File: src/rtl/kmpp_pkg.sv
`timescale 1ns / 1ps
`default_nettype none
// ----------------------------------------------------------------------------
// kmpp_pkg: shared types and constants
// Payload structs, configuration indexes and command/status bundles.
// ----------------------------------------------------------------------------
package kmpp_pkg;
	localparam int MaxTrianglesDefault = 4096;
	localparam int MaxLabelsDefault    = 64;
	localparam int CoordW = 16;
	localparam int DistW  = 17;
	localparam int SumW   = 48;
	localparam int LabelW = 6;
	localparam int IdxW   = 12;

	localparam logic [2:0] CfgNormalX = 3'd0;
	localparam logic [2:0] CfgNormalY = 3'd1;
	localparam logic [2:0] CfgNormalZ = 3'd2;
	localparam logic [2:0] CfgCenterX = 3'd3;
	localparam logic [2:0] CfgCenterY = 3'd4;
	localparam logic [2:0] CfgCenterZ = 3'd5;
	localparam logic [2:0] CfgWeight  = 3'd6;
	localparam logic [2:0] CfgLabel   = 3'd7;

	typedef struct packed {
		logic [IdxW-1:0]          tri_index;
		logic signed [CoordW-1:0] normal_x;
		logic signed [CoordW-1:0] normal_y;
		logic signed [CoordW-1:0] normal_z;
		logic signed [CoordW-1:0] center_x;
		logic signed [CoordW-1:0] center_y;
		logic signed [CoordW-1:0] center_z;
		logic                     first_of_pass;
		logic                     new_run;
	} in_item_t;

	typedef struct packed {
		logic [DistW-1:0]  kept_distance;
		logic [LabelW-1:0] best_label;
		logic [SumW-1:0]   cumulative_sum;
		logic              was_updated;
	} out_item_t;

	// controller -> datapath
	typedef struct packed {
		logic load;       // capture input item, start squares
		logic acc;        // accumulate one squared difference
		logic sqrt_init;  // start a square root
		logic sqrt_step;  // one root digit
		logic sqrt_dn;    // store root as dn
		logic sqrt_dc;    // store root as dc
		logic num;        // build numerator
		logic div_step;   // one quotient bit
		logic mem_rd;     // read stores
		logic decide;     // compare, write back, build result, part 1
		logic sum;        // update running sum
		logic out_ld;     // load the output register
	} cmd_t;
endpackage : kmpp_pkg
`default_nettype wire

File: src/rtl/kmpp_ctrl.sv
`timescale 1ns / 1ps
`default_nettype none
// ----------------------------------------------------------------------------
// kmpp_ctrl: sequencer
// Clearing pass, then per item: squares, two roots, divide, store update.
// ----------------------------------------------------------------------------
module kmpp_ctrl import kmpp_pkg::*; #(
	parameter int MAX_TRIANGLES = MaxTrianglesDefault
) (
	input  wire logic        clk,
	input  wire logic        arst_n,
	input  wire logic        in_valid,
	output logic             in_ready,
	output logic             out_valid,
	input  wire logic        out_ready,
	output cmd_t             cmd,
	output logic [2:0]       sel,
	output logic             clr_we,
	output logic [$clog2(MAX_TRIANGLES)-1:0] clr_addr
);
	localparam int AW = $clog2(MAX_TRIANGLES);
	localparam logic [3:0] S_CLR = 4'd0, S_IDLE = 4'd1, S_SQN = 4'd2, S_RTN = 4'd3,
		S_SQC = 4'd4, S_RTC = 4'd5, S_NUM = 4'd6, S_DIV = 4'd7, S_RD = 4'd8,
		S_DEC = 4'd9, S_SUM = 4'd10, S_OUT = 4'd11;

	logic [3:0]    state_q;
	logic [5:0]    cnt_q;
	logic [AW-1:0] clr_q;
	logic          ov_q;
	logic          in_root;

	assign in_ready  = (state_q == S_IDLE);
	assign out_valid = ov_q;
	assign clr_we    = (state_q == S_CLR);
	assign clr_addr  = clr_q;
	assign in_root   = (state_q == S_RTN) || (state_q == S_RTC);

	// root phase: loads the sum, runs the root steps, then stores the root
	always_comb begin
		cmd = '0;
		sel = 3'(cnt_q);
		cmd.load      = in_valid && in_ready;
		cmd.acc       = (state_q == S_SQN) || (state_q == S_SQC);
		if (state_q == S_SQC) sel = 3'(cnt_q + 6'd3);
		cmd.sqrt_init = cmd.load || (in_root && cnt_q == 6'd0);
		cmd.sqrt_step = in_root && cnt_q != 6'd0 && cnt_q <= 6'd18;
		cmd.sqrt_dn   = (state_q == S_RTN) && cnt_q == 6'd19;
		cmd.sqrt_dc   = (state_q == S_RTC) && cnt_q == 6'd19;
		cmd.num       = (state_q == S_NUM);
		cmd.div_step  = (state_q == S_DIV);
		cmd.mem_rd    = (state_q == S_RD);
		cmd.decide    = (state_q == S_DEC);
		cmd.sum       = (state_q == S_SUM);
		cmd.out_ld    = (state_q == S_OUT) && (!ov_q || out_ready);
	end

	always_ff @(posedge clk or negedge arst_n) begin
		if (!arst_n) begin
			state_q <= S_CLR; cnt_q <= '0; clr_q <= '0; ov_q <= 1'b0;
		end else begin
			if (ov_q && out_ready) ov_q <= 1'b0;
			case (state_q)
				S_CLR: begin
					clr_q <= clr_q + 1'b1;
					if (32'(clr_q) == MAX_TRIANGLES - 1) state_q <= S_IDLE;
				end
				S_IDLE: if (cmd.load) begin state_q <= S_SQN; cnt_q <= '0; end
				S_SQN: begin
					cnt_q <= cnt_q + 1'b1;
					if (cnt_q == 6'd2) begin state_q <= S_RTN; cnt_q <= '0; end
				end
				S_RTN: begin
					cnt_q <= cnt_q + 1'b1;
					if (cnt_q == 6'd19) begin state_q <= S_SQC; cnt_q <= '0; end
				end
				S_SQC: begin
					cnt_q <= cnt_q + 1'b1;
					if (cnt_q == 6'd2) begin state_q <= S_RTC; cnt_q <= '0; end
				end
				S_RTC: begin
					cnt_q <= cnt_q + 1'b1;
					if (cnt_q == 6'd19) begin state_q <= S_NUM; cnt_q <= '0; end
				end
				S_NUM: state_q <= S_DIV;
				S_DIV: begin
					cnt_q <= cnt_q + 1'b1;
					if (cnt_q == 6'd34) begin state_q <= S_RD; cnt_q <= '0; end
				end
				S_RD:  state_q <= S_DEC;
				S_DEC: state_q <= S_SUM;
				S_SUM: state_q <= S_OUT;
				S_OUT: if (cmd.out_ld) begin ov_q <= 1'b1; state_q <= S_IDLE; end
				default: state_q <= S_IDLE;
			endcase
		end
	end
endmodule : kmpp_ctrl
`default_nettype wire

File: config.mk
export PLATFORM = sky130hd
export DESIGN_NAME = kmpp_ctrl
export DESIGN_NICKNAME = d
export VERILOG_FILES = /design/src/rtl/kmpp_pkg.sv /design/src/rtl/kmpp_ctrl.sv
export SDC_FILE = /design/constraint.sdc
export NUM_CORES = 1
export LEC_CHECK = 0
export BUFFER_PORTS_ARGS = -buffer_cell sky130_fd_sc_hd__buf_4
export CELL_PAD_IN_SITES_DETAIL_PLACEMENT = 1
export CELL_PAD_IN_SITES_GLOBAL_PLACEMENT = 2
export CORE_MARGIN = 2
export CORE_UTILIZATION = 34
export DETAILED_ROUTE_END_ITERATION = 16
export HOLD_SLACK_MARGIN = 0.02
export PLACE_DENSITY = 0.91
export SLEW_MARGIN = 20
export SYNTH_ARGS = -nofsm -noshare
export SYNTH_HDL_FRONTEND = slang
export SYNTH_SLANG_ARGS = --single-unit
File: constraint.sdc
create_clock -name clk -period 3.5 [get_ports clk]
set_clock_uncertainty 0.2 [all_clocks]
set_input_delay 0.7 -clock clk [delete_from_list [all_inputs] [get_ports clk]]
set_output_delay 0.7 -clock clk [all_outputs]
set_load 0.01 [all_outputs]
# Word-level counts from Yosys, hierarchy flattened
# Index checks and enable logic that the tools add are counted.
totals:
  reg_bits: 23
  word_cells: 70
classes:
  addsub: 3
  n_lt_le_gt_ge: 1
  eq_ne: 23
  n_mux: 18
  n_reduce_logical: 21
ops:
  columns: ["operator", "count"]
  rows:
  - ["$pmux W4 S12", 1]
  - ["$mux W4", 8]
  - ["$mux W6", 4]
  - ["$pmux W6 S4", 1]
  - ["$eq A4 B3 Y1 const B", 4]
  - ["$eq A4 B4 Y1 const B", 4]
  - ["$add A12 B1 Y12 const B", 1]
  - ["$eq A12 B12 Y1 const B", 1]
  - ["$ne A2 B1 Y1 const B", 6]
  - ["$eq A4 B2 Y1 const B", 2]
  - ["$logic_and A1 B1 Y1", 8]
  - ["$reduce_and A8 Y1", 1]
  - ["$add A6 B1 Y6 const B", 1]
  - ["$eq A6 B2 Y1 const B", 1]
  - ["$eq A6 B5 Y1 const B", 1]
  - ["$eq A6 B6 Y1 const B", 1]
  - ["$le A6 B5 Y1 const B", 1]
  - ["$logic_not A6 Y1", 1]
  - ["$reduce_bool A6 Y1", 1]
  - ["$eq A4 B1 Y1 const B", 1]
  - ["$logic_not A4 Y1", 1]
  - ["$logic_or A1 B1 Y1", 4]
  - ["$ne A2 B2 Y1 const B", 2]
  - ["$reduce_bool A4 Y1", 1]
  - ["6 further kinds", 9]

# Longest topological paths before layout
# Gate-level depths: netlist of the first run.
depth:
  ltp_word: 5
  ltp_mapped: 8
  depth_no_buf: 7

# Worst setup path after synthesis of the first run
# Ideal clock, no wire load.
synth_timing:
  path_kind: "register to output"
  from: "register state_q[2]"
  to: "output port cmd[9] in the netlist's numbering"
  t_arrival_ns: 1.429
  t_required_ns: 2.600
  slack_ns: 1.171
  stages_incl_launch_ff: 5
  path_buffers: 1
  path_cell_list: "dfrtp_1 -> buf_2 -> nor4b_1 -> nand2_1 -> o31ai_1"
synth_lines:
  columns: ["item", "line", "rtl"]
  rows:
  - ["start: declaration", "kmpp_ctrl.sv:26", "logic [3:0] state_q;"]
  - ["start signal: assignment", "kmpp_ctrl.sv:59", "state_q <= S_CLR; cnt_q <= '0; clr_q <= '0; ov_q <= 1'b0;"]
  - ["start signal: assignment", "kmpp_ctrl.sv:65", "if (32'(clr_q) == MAX_TRIANGLES - 1) state_q <= S_IDLE;"]
  - ["start signal: assignment", "kmpp_ctrl.sv:67", "S_IDLE: if (cmd.load) begin state_q <= S_SQN; cnt_q <= '0; end"]
  - ["end: declaration", "kmpp_ctrl.sv:16", "output cmd_t cmd,"]

# Worst setup path in the final report of the first run
layout_timing:
  from: "register state_q[3]"
  to: "output port sel[2]"
layout_via:
  elab_chain_len: 2
layout_lines:
  columns: ["item", "line", "rtl"]
  rows:
  - ["$eq A4 B3 Y1", "kmpp_ctrl.sv:44", "if (state_q == S_SQC) sel = 3'(cnt_q + 6'd3);"]
  - ["$mux W3", "kmpp_ctrl.sv:44", null]
  - ["end: declaration", "kmpp_ctrl.sv:17", "output logic [2:0] sel,"]
# Every way passes these cells.

==> metrics.txt, run 1 <==
Final Cycle Share 82.3%; area leader, netlist dfrtp_1; synthesized area 1440 um^2; worst setup margin 0.620 ns; Placer Congestion 0.768; CP Cell Sequence nand2b_1 -> or3_1 -> nor2_1 -> xor2_1 -> buf_4; Worst path top cell family by delay simple AND/OR/NAND/NOR gates; Starting DRT DRC Count 52; status complete, no violations; Clk pin slew, worst setup/hold paths 0.08 ns; fillcell total 502; clk sink count 23; synth top area cells dfrtp_1 40%, xor2_1 4.9%, xnor2_1 4.3%; Reg-to-Reg Start state_q[0]$_DFFE_PN0P_; fraction of layout cells with a size suffix above 1 25.5%; final hold violation count 0; Critical Path Start state_q[3]$_DFFE_PN0P_; Syn Area/Cell 9.30 um^2; slowest CP cell dfrtp_1; ANT nets after route 0; Initial Util 35.8%; HPWL Detailed 2.64 mm; worst skew pair latency 0.26 ns; RSZ-0062 raised after global routing false; post-CTS setup buffers 0; Cell Pwr Density 248 nW/um^2; cts hold-fix bufs 0; Port Buffers 33; pre-CTS WS 0.916 ns; Ant. Diodes 0; Resized cells post-CTS 0; Max Slew Vio Count 0; grt ovf 0; Total GRT Usage 15.3%; io pins 34; Die Height 69.1 um; cell area after layout 1750 um^2; area of the multi-input gates 802 um^2; register area 576 um^2; YS warnings 0; Worst setup EP type primary output; fmax 0.347 GHz; count of final setup violators 0; prevailing post-synth register cell dfrtp_1; top cells by count, synth 23 x dfrtp_1, 15 x nand2_1, 14 x nor2_1, 8 x xor2_1; Worst Path Required 2.60 ns; drt drc 0; Max-slew headroom 62.2%; FP Rows 23; setup TNS 0 ns; Max Cap Viol 0; asr flop ratio synth 100%; CP max FO 15; worst-margin pin slew 0.567 ns; Hold Path Class primary input to async pin; Cell variety after synth 46; Tmin final 2.88 ns; P_leak 0.802 nW; vias 1208; Bufs on Longest Clock Path 2; area grow syn2layout 21.6%; die footprint 4780 um^2; sequential share of the synthesized area 39.9%; CP Data Arrival Time 1.98 ns; average wire per standard cell 14.9 um; critical path class flip-flop to primary output; type of origin of the critical path flip-flop; Vias/cell 5.16; Core Area 4030 um^2; syn_nets 163; Root Buffer clkbuf_8; Post-synth EDFFs 0; final net count 193; CP max stage delay 0.56 ns; largest net degree at the start of global routing 24; CTS tree done; post-synth top area share 39.9%; CTS buffer count 3; dpl cell area 1710 um^2; count leader, synth dfrtp_1; buffer and inverter count on the worst path 1; htree depth 1; peak supply drop 0.158 mV; Yosys reg bits 23; first-pass GRT wire length 6.09 mm; initial antenna violation count 0; Design Power 0.434 mW; DRT Wirelength 3.50 mm; Pre-antenna DRT Iters 4; Mapped Cells 155; die span in x 69.1 um; vias in the first global route 1238
## worst paths after layout
check	end	slack, ns	cells after the start
max reg2reg	state_q[0]$_DFFE_PN0P_	1.00	5
min	clr_addr[7]$_DFFE_PN0P_	0.12	1
min in group clk	clr_addr[10]$_DFFE_PN0P_	0.30	1
min reg2reg	clr_addr[10]$_DFFE_PN0P_	0.30	1
max in group asynchronous	cnt_q[5]$_DFFE_PN0P_	2.75	1
max	sel[2]	0.62	5
## area by class of cell
class                           instances  area share [%]
Sequential cell                        23            32.8
Inverter                                5            1.07
Clock buffer                            3            2.36
Clock inverter                          1           0.286
Tap cell                               50            3.57
Multi-Input combinational cell        119            45.8
Timing Repair Buffer                   33            14.1
## where the power goes
group,switching (mW),internal [mW],total [mW]
sequential,0.0000000000000000350,0.265,0.265
clock,0.0807,0.0793,0.160
combinational,0.00598,0.00257,0.00856
## cells in the final DEF, fill, tap and decap left out, types with 4 or more instances in the layout
cell / instances
a21oi_1: 5
buf_4: 33
dfrtp_1: 23
ha_1: 4
inv_1: 5
nand2_1: 15
nand2b_1: 7
nand3_1: 6
nor2_1: 14
nor2b_1: 4
nor3_1: 5
o21ai_1: 5
xnor2_1: 7
xor2_1: 8
## flip-flops by register name (all words and copies together) (netlist names)
register	flops
cnt_q	6
state_q	4
out_valid	1
clr_addr	12
## worst register-to-register path, delay by kind of cell, from the launching register on
kind             cells  cell delay (ns)
AO/OA/AOI/OAI        1             0.47
AND/OR/NAND/NOR      3             0.68
flip-flops           1             0.70
multiplexers         1             0.32
## metrics by stage
| stage | hold slack (ns) | util (%) | instances |
|---|---|---|---|
| 6_report | 0.120 | 43.5 | 234 |
| 5_1_grt | 0.130 | 43.5 | 234 |
| 4_1_cts | 0.122 | 43.5 | 234 |
| 3_5_place_dp | 0.294 | 42.4 | 230 |
| 3_3_place_gp | 0.283 | 42.4 | 230 |
| 2_1_floorplan | 0.204 | - | 155 |
## logic make-up after synthesis
kind of cell	after synthesis	share of synthesized area (%)
muxes	4	3.04
xor gates and xnor gates	15	9.11
adders and majority gates	4	3.47
buffers and inverters	13	4.43
DFF	23	39.9
and+or+nand+nor	71	29.2
AOI/OAI and AO/OA	25	10.9
## layer usage
metal	track usage [%]	wire [um]
met3	1.17	121
met2	26.6	1760
met1	20.1	1580
met5	0	0
met4	5.23	35
(Power assumes the default switching activity.)
==> run 2: changes to the inputs <==
--- a/config.mk
+++ b/config.mk
@@ -9,10 +9,10 @@
 export CELL_PAD_IN_SITES_DETAIL_PLACEMENT = 1
 export CELL_PAD_IN_SITES_GLOBAL_PLACEMENT = 2
 export CORE_MARGIN = 2
-export CORE_UTILIZATION = 34
+export CORE_UTILIZATION = 29
 export DETAILED_ROUTE_END_ITERATION = 16
 export HOLD_SLACK_MARGIN = 0.02
-export PLACE_DENSITY = 0.91
+export PLACE_DENSITY = 0.83
 export SLEW_MARGIN = 20
 export SYNTH_ARGS = -nofsm -noshare
 export SYNTH_HDL_FRONTEND = slang
==> constraint.sdc (replaced) <==
create_clock -name clk -period 2.3 [get_ports clk]
set_clock_uncertainty 0.2 [all_clocks]
set_input_delay 0.46 -clock clk [delete_from_list [all_inputs] [get_ports clk]]
set_output_delay 0.46 -clock clk [all_outputs]
set_load 0.01 [all_outputs]
==> run 2 against run 1 <==
- cell count increased by 18%
- total power rose by 56%
- routed wire length grew 18%
- highest routed layer unchanged
- largest cell class unchanged
==> metrics.txt, run 2 (synthesized netlist as in run 1, its figures left out) <==
HPWL Detailed 2.87 mm (was 2.64 mm); most frequent cells in the layout 55 x buf_4, 20 x dfrtp_1, 14 x nand2_1 (was 33 x buf_4, 23 x dfrtp_1, 15 x nand2_1); Initial Util 30.3% (was 35.8%); status complete, no violations (unchanged); register area 579 um^2 (was 576 um^2); dpl cell area 1800 um^2 (was 1710 um^2); fmax 0.447 GHz; first-pass GRT wire length 6.73 mm (was 6.09 mm); drt drc 0 (unchanged); Total GRT Usage 15.5% (was 15.3%); grt ovf 0 (unchanged); CP max FO 4 (was 15); Cell Pwr Density 327 nW/um^2 (was 248 nW/um^2); Core Area 4750 um^2 (was 4030 um^2); fraction of layout cells with a size suffix above 1 41.9% (was 25.5%); commonest non-fill, non-tap cell in the layout buf_4 (unchanged); Max-slew headroom 71.0% (was 62.2%); worst-margin pin slew 0.432 ns (was 0.567 ns); cell area after layout 2070 um^2 (was 1750 um^2); Tmin final 2.24 ns; htree depth 1 (unchanged); area of the multi-input gates 878 um^2 (was 802 um^2); final net count 219 (was 193); Die Height 74.5 um (was 69.1 um); largest net degree at the start of global routing 24 (unchanged); Hold Path Class flip-flop to flip-flop (was primary input to async pin); CP Data Arrival Time 1.58 ns (was 1.98 ns); peak supply drop 0.220 mV (was 0.158 mV); RSZ-0062 raised after global routing true (was false); DRT Wirelength 4.11 mm (was 3.50 mm); worst skew pair latency 0.26 ns (about the same); vias in the first global route 1362 (was 1238); Port Buffers 33 (unchanged); slowest CP cell dfrtp_1 (unchanged); average wire per standard cell 14.8 um (was 14.9 um); CP max stage delay 0.40 ns (was 0.56 ns); Worst setup EP type primary output (unchanged); ANT nets after route 0 (unchanged); area grow syn2layout 43.3% (was 21.6%); die span in x 74.5 um (was 69.1 um); Max Cap Viol 0 (unchanged); clk sink count 23 (unchanged); FP Rows 25 (was 23); type of origin of the critical path flip-flop (unchanged); Design Power 0.676 mW (was 0.434 mW); setup TNS 0 ns (unchanged); Ant. Diodes 0 (unchanged); Vias/cell 4.78 (was 5.16); Reg2Reg Setup Slack 0.07 ns (was 1.00 ns); max reg flops 12 (unchanged); Pre-antenna DRT Iters 4 (unchanged); critical path class flip-flop to primary output (unchanged); count of final setup violators 0 (unchanged); Final Cycle Share 97.2%; initial antenna violation count 0 (unchanged); die footprint 5550 um^2 (was 4780 um^2); CTS buffer count 3 (unchanged); P_leak 0.951 nW (was 0.802 nW); Clk pin slew, worst setup/hold paths 0.09 ns (was 0.08 ns); Bufs on Longest Clock Path 2 (unchanged); vias 1325 (was 1208); Worst Path Required 1.64 ns (was 2.60 ns); Root Buffer clkbuf_8 (unchanged); io pins 34 (unchanged); fillcell total 574 (was 502); Placer Congestion 0.804 (was 0.768); CP Cell Sequence nand2b_1 -> or3_4 -> nor2_4 -> xor2_1 -> buf_4 (was nand2b_1 -> or3_1 -> nor2_1 -> xor2_1 -> buf_4); CTS tree done (unchanged); Starting DRT DRC Count 40 (was 52); final hold violation count 0 (unchanged); Max Slew Vio Count 0 (unchanged)
run 2: timing repair:
action                                 4_1_cts  5_1_grt
hold buffers                                 1        0
pin swaps                                    0        3
setup endpoints to repair                    9       10
resized for setup                            5       21
setup buffers                               10        6
endpoints found under the hold margin       23        0
run 2: final cells by class:
| type | instances | area share (%) |
|---|---|---|
| Clock inverter | 1 | 0.242 |
| Inverter | 5 | 1.03 |
| Clock buffer | 3 | 2.00 |
| Timing Repair Buffer | 59 | 22.1 |
| Multi-Input combinational cell | 119 | 42.5 |
| Sequential cell | 23 | 28.0 |
| Tap cell | 67 | 4.06 |
run 2: metal layers:
metal	track usage, %	up-vias	part of all wire (%)
li1	-	646	-
met1	21.9	653	47
met2	25.5	22	50
met3	2.17	4	2.9
met4	3.37	0	0.54
met5	0	-	0
run 2: path summary, 6_finish.rpt:
kind                                                  to                startpoint  cells after the start
worst max-delay path                              sel[2]    state_q[3]$_DFFE_PN0P_                      5
worst min-delay path            clr_addr[10]$_DFFE_PN0P_  clr_addr[10]$_DFFE_PN0P_                      1
worst max register to register    state_q[0]$_DFFE_PN0P_      cnt_q[0]$_DFFE_PN0P_                      8
worst min register to register  clr_addr[10]$_DFFE_PN0P_  clr_addr[10]$_DFFE_PN0P_                      1
max in group asynchronous         state_q[2]$_DFFE_PN0P_                    arst_n                      2
min in group asynchronous        clr_addr[5]$_DFFE_PN0P_                    arst_n                      2
run 2: worst max-delay path: cells and delay by family (launching register included):
kind          cells  cell delay [ns]
flops             1             0.40
simple gates      3             0.62
buf+inv           1             0.14
xor+xnor          1             0.15
run 2: power breakdown:
| group | internal [mW] | switching (mW) | total, mW |
|---|---|---|---|
| Sequential | 0.404 | 0.0000000000000000409 | 0.404 |
| Clock | 0.121 | 0.136 | 0.257 |
| Combinational | 0.00508 | 0.00995 | 0.0150 |
| Total | 0.530 | 0.146 | 0.676 |
run 2: metrics by stage:
step	setup slack (ns)	instances	util (%)	hold WS (ns)
after floorplan	0.141	155	-	-0.0356
after global placement	0.138	256	37.8	0.173
after detailed placement	0.0840	256	37.8	0.182
after CTS	0.0177	271	40.8	0.319
after global routing	-0.0414	277	43.4	0.345
final	0.0634	277	43.4	0.319
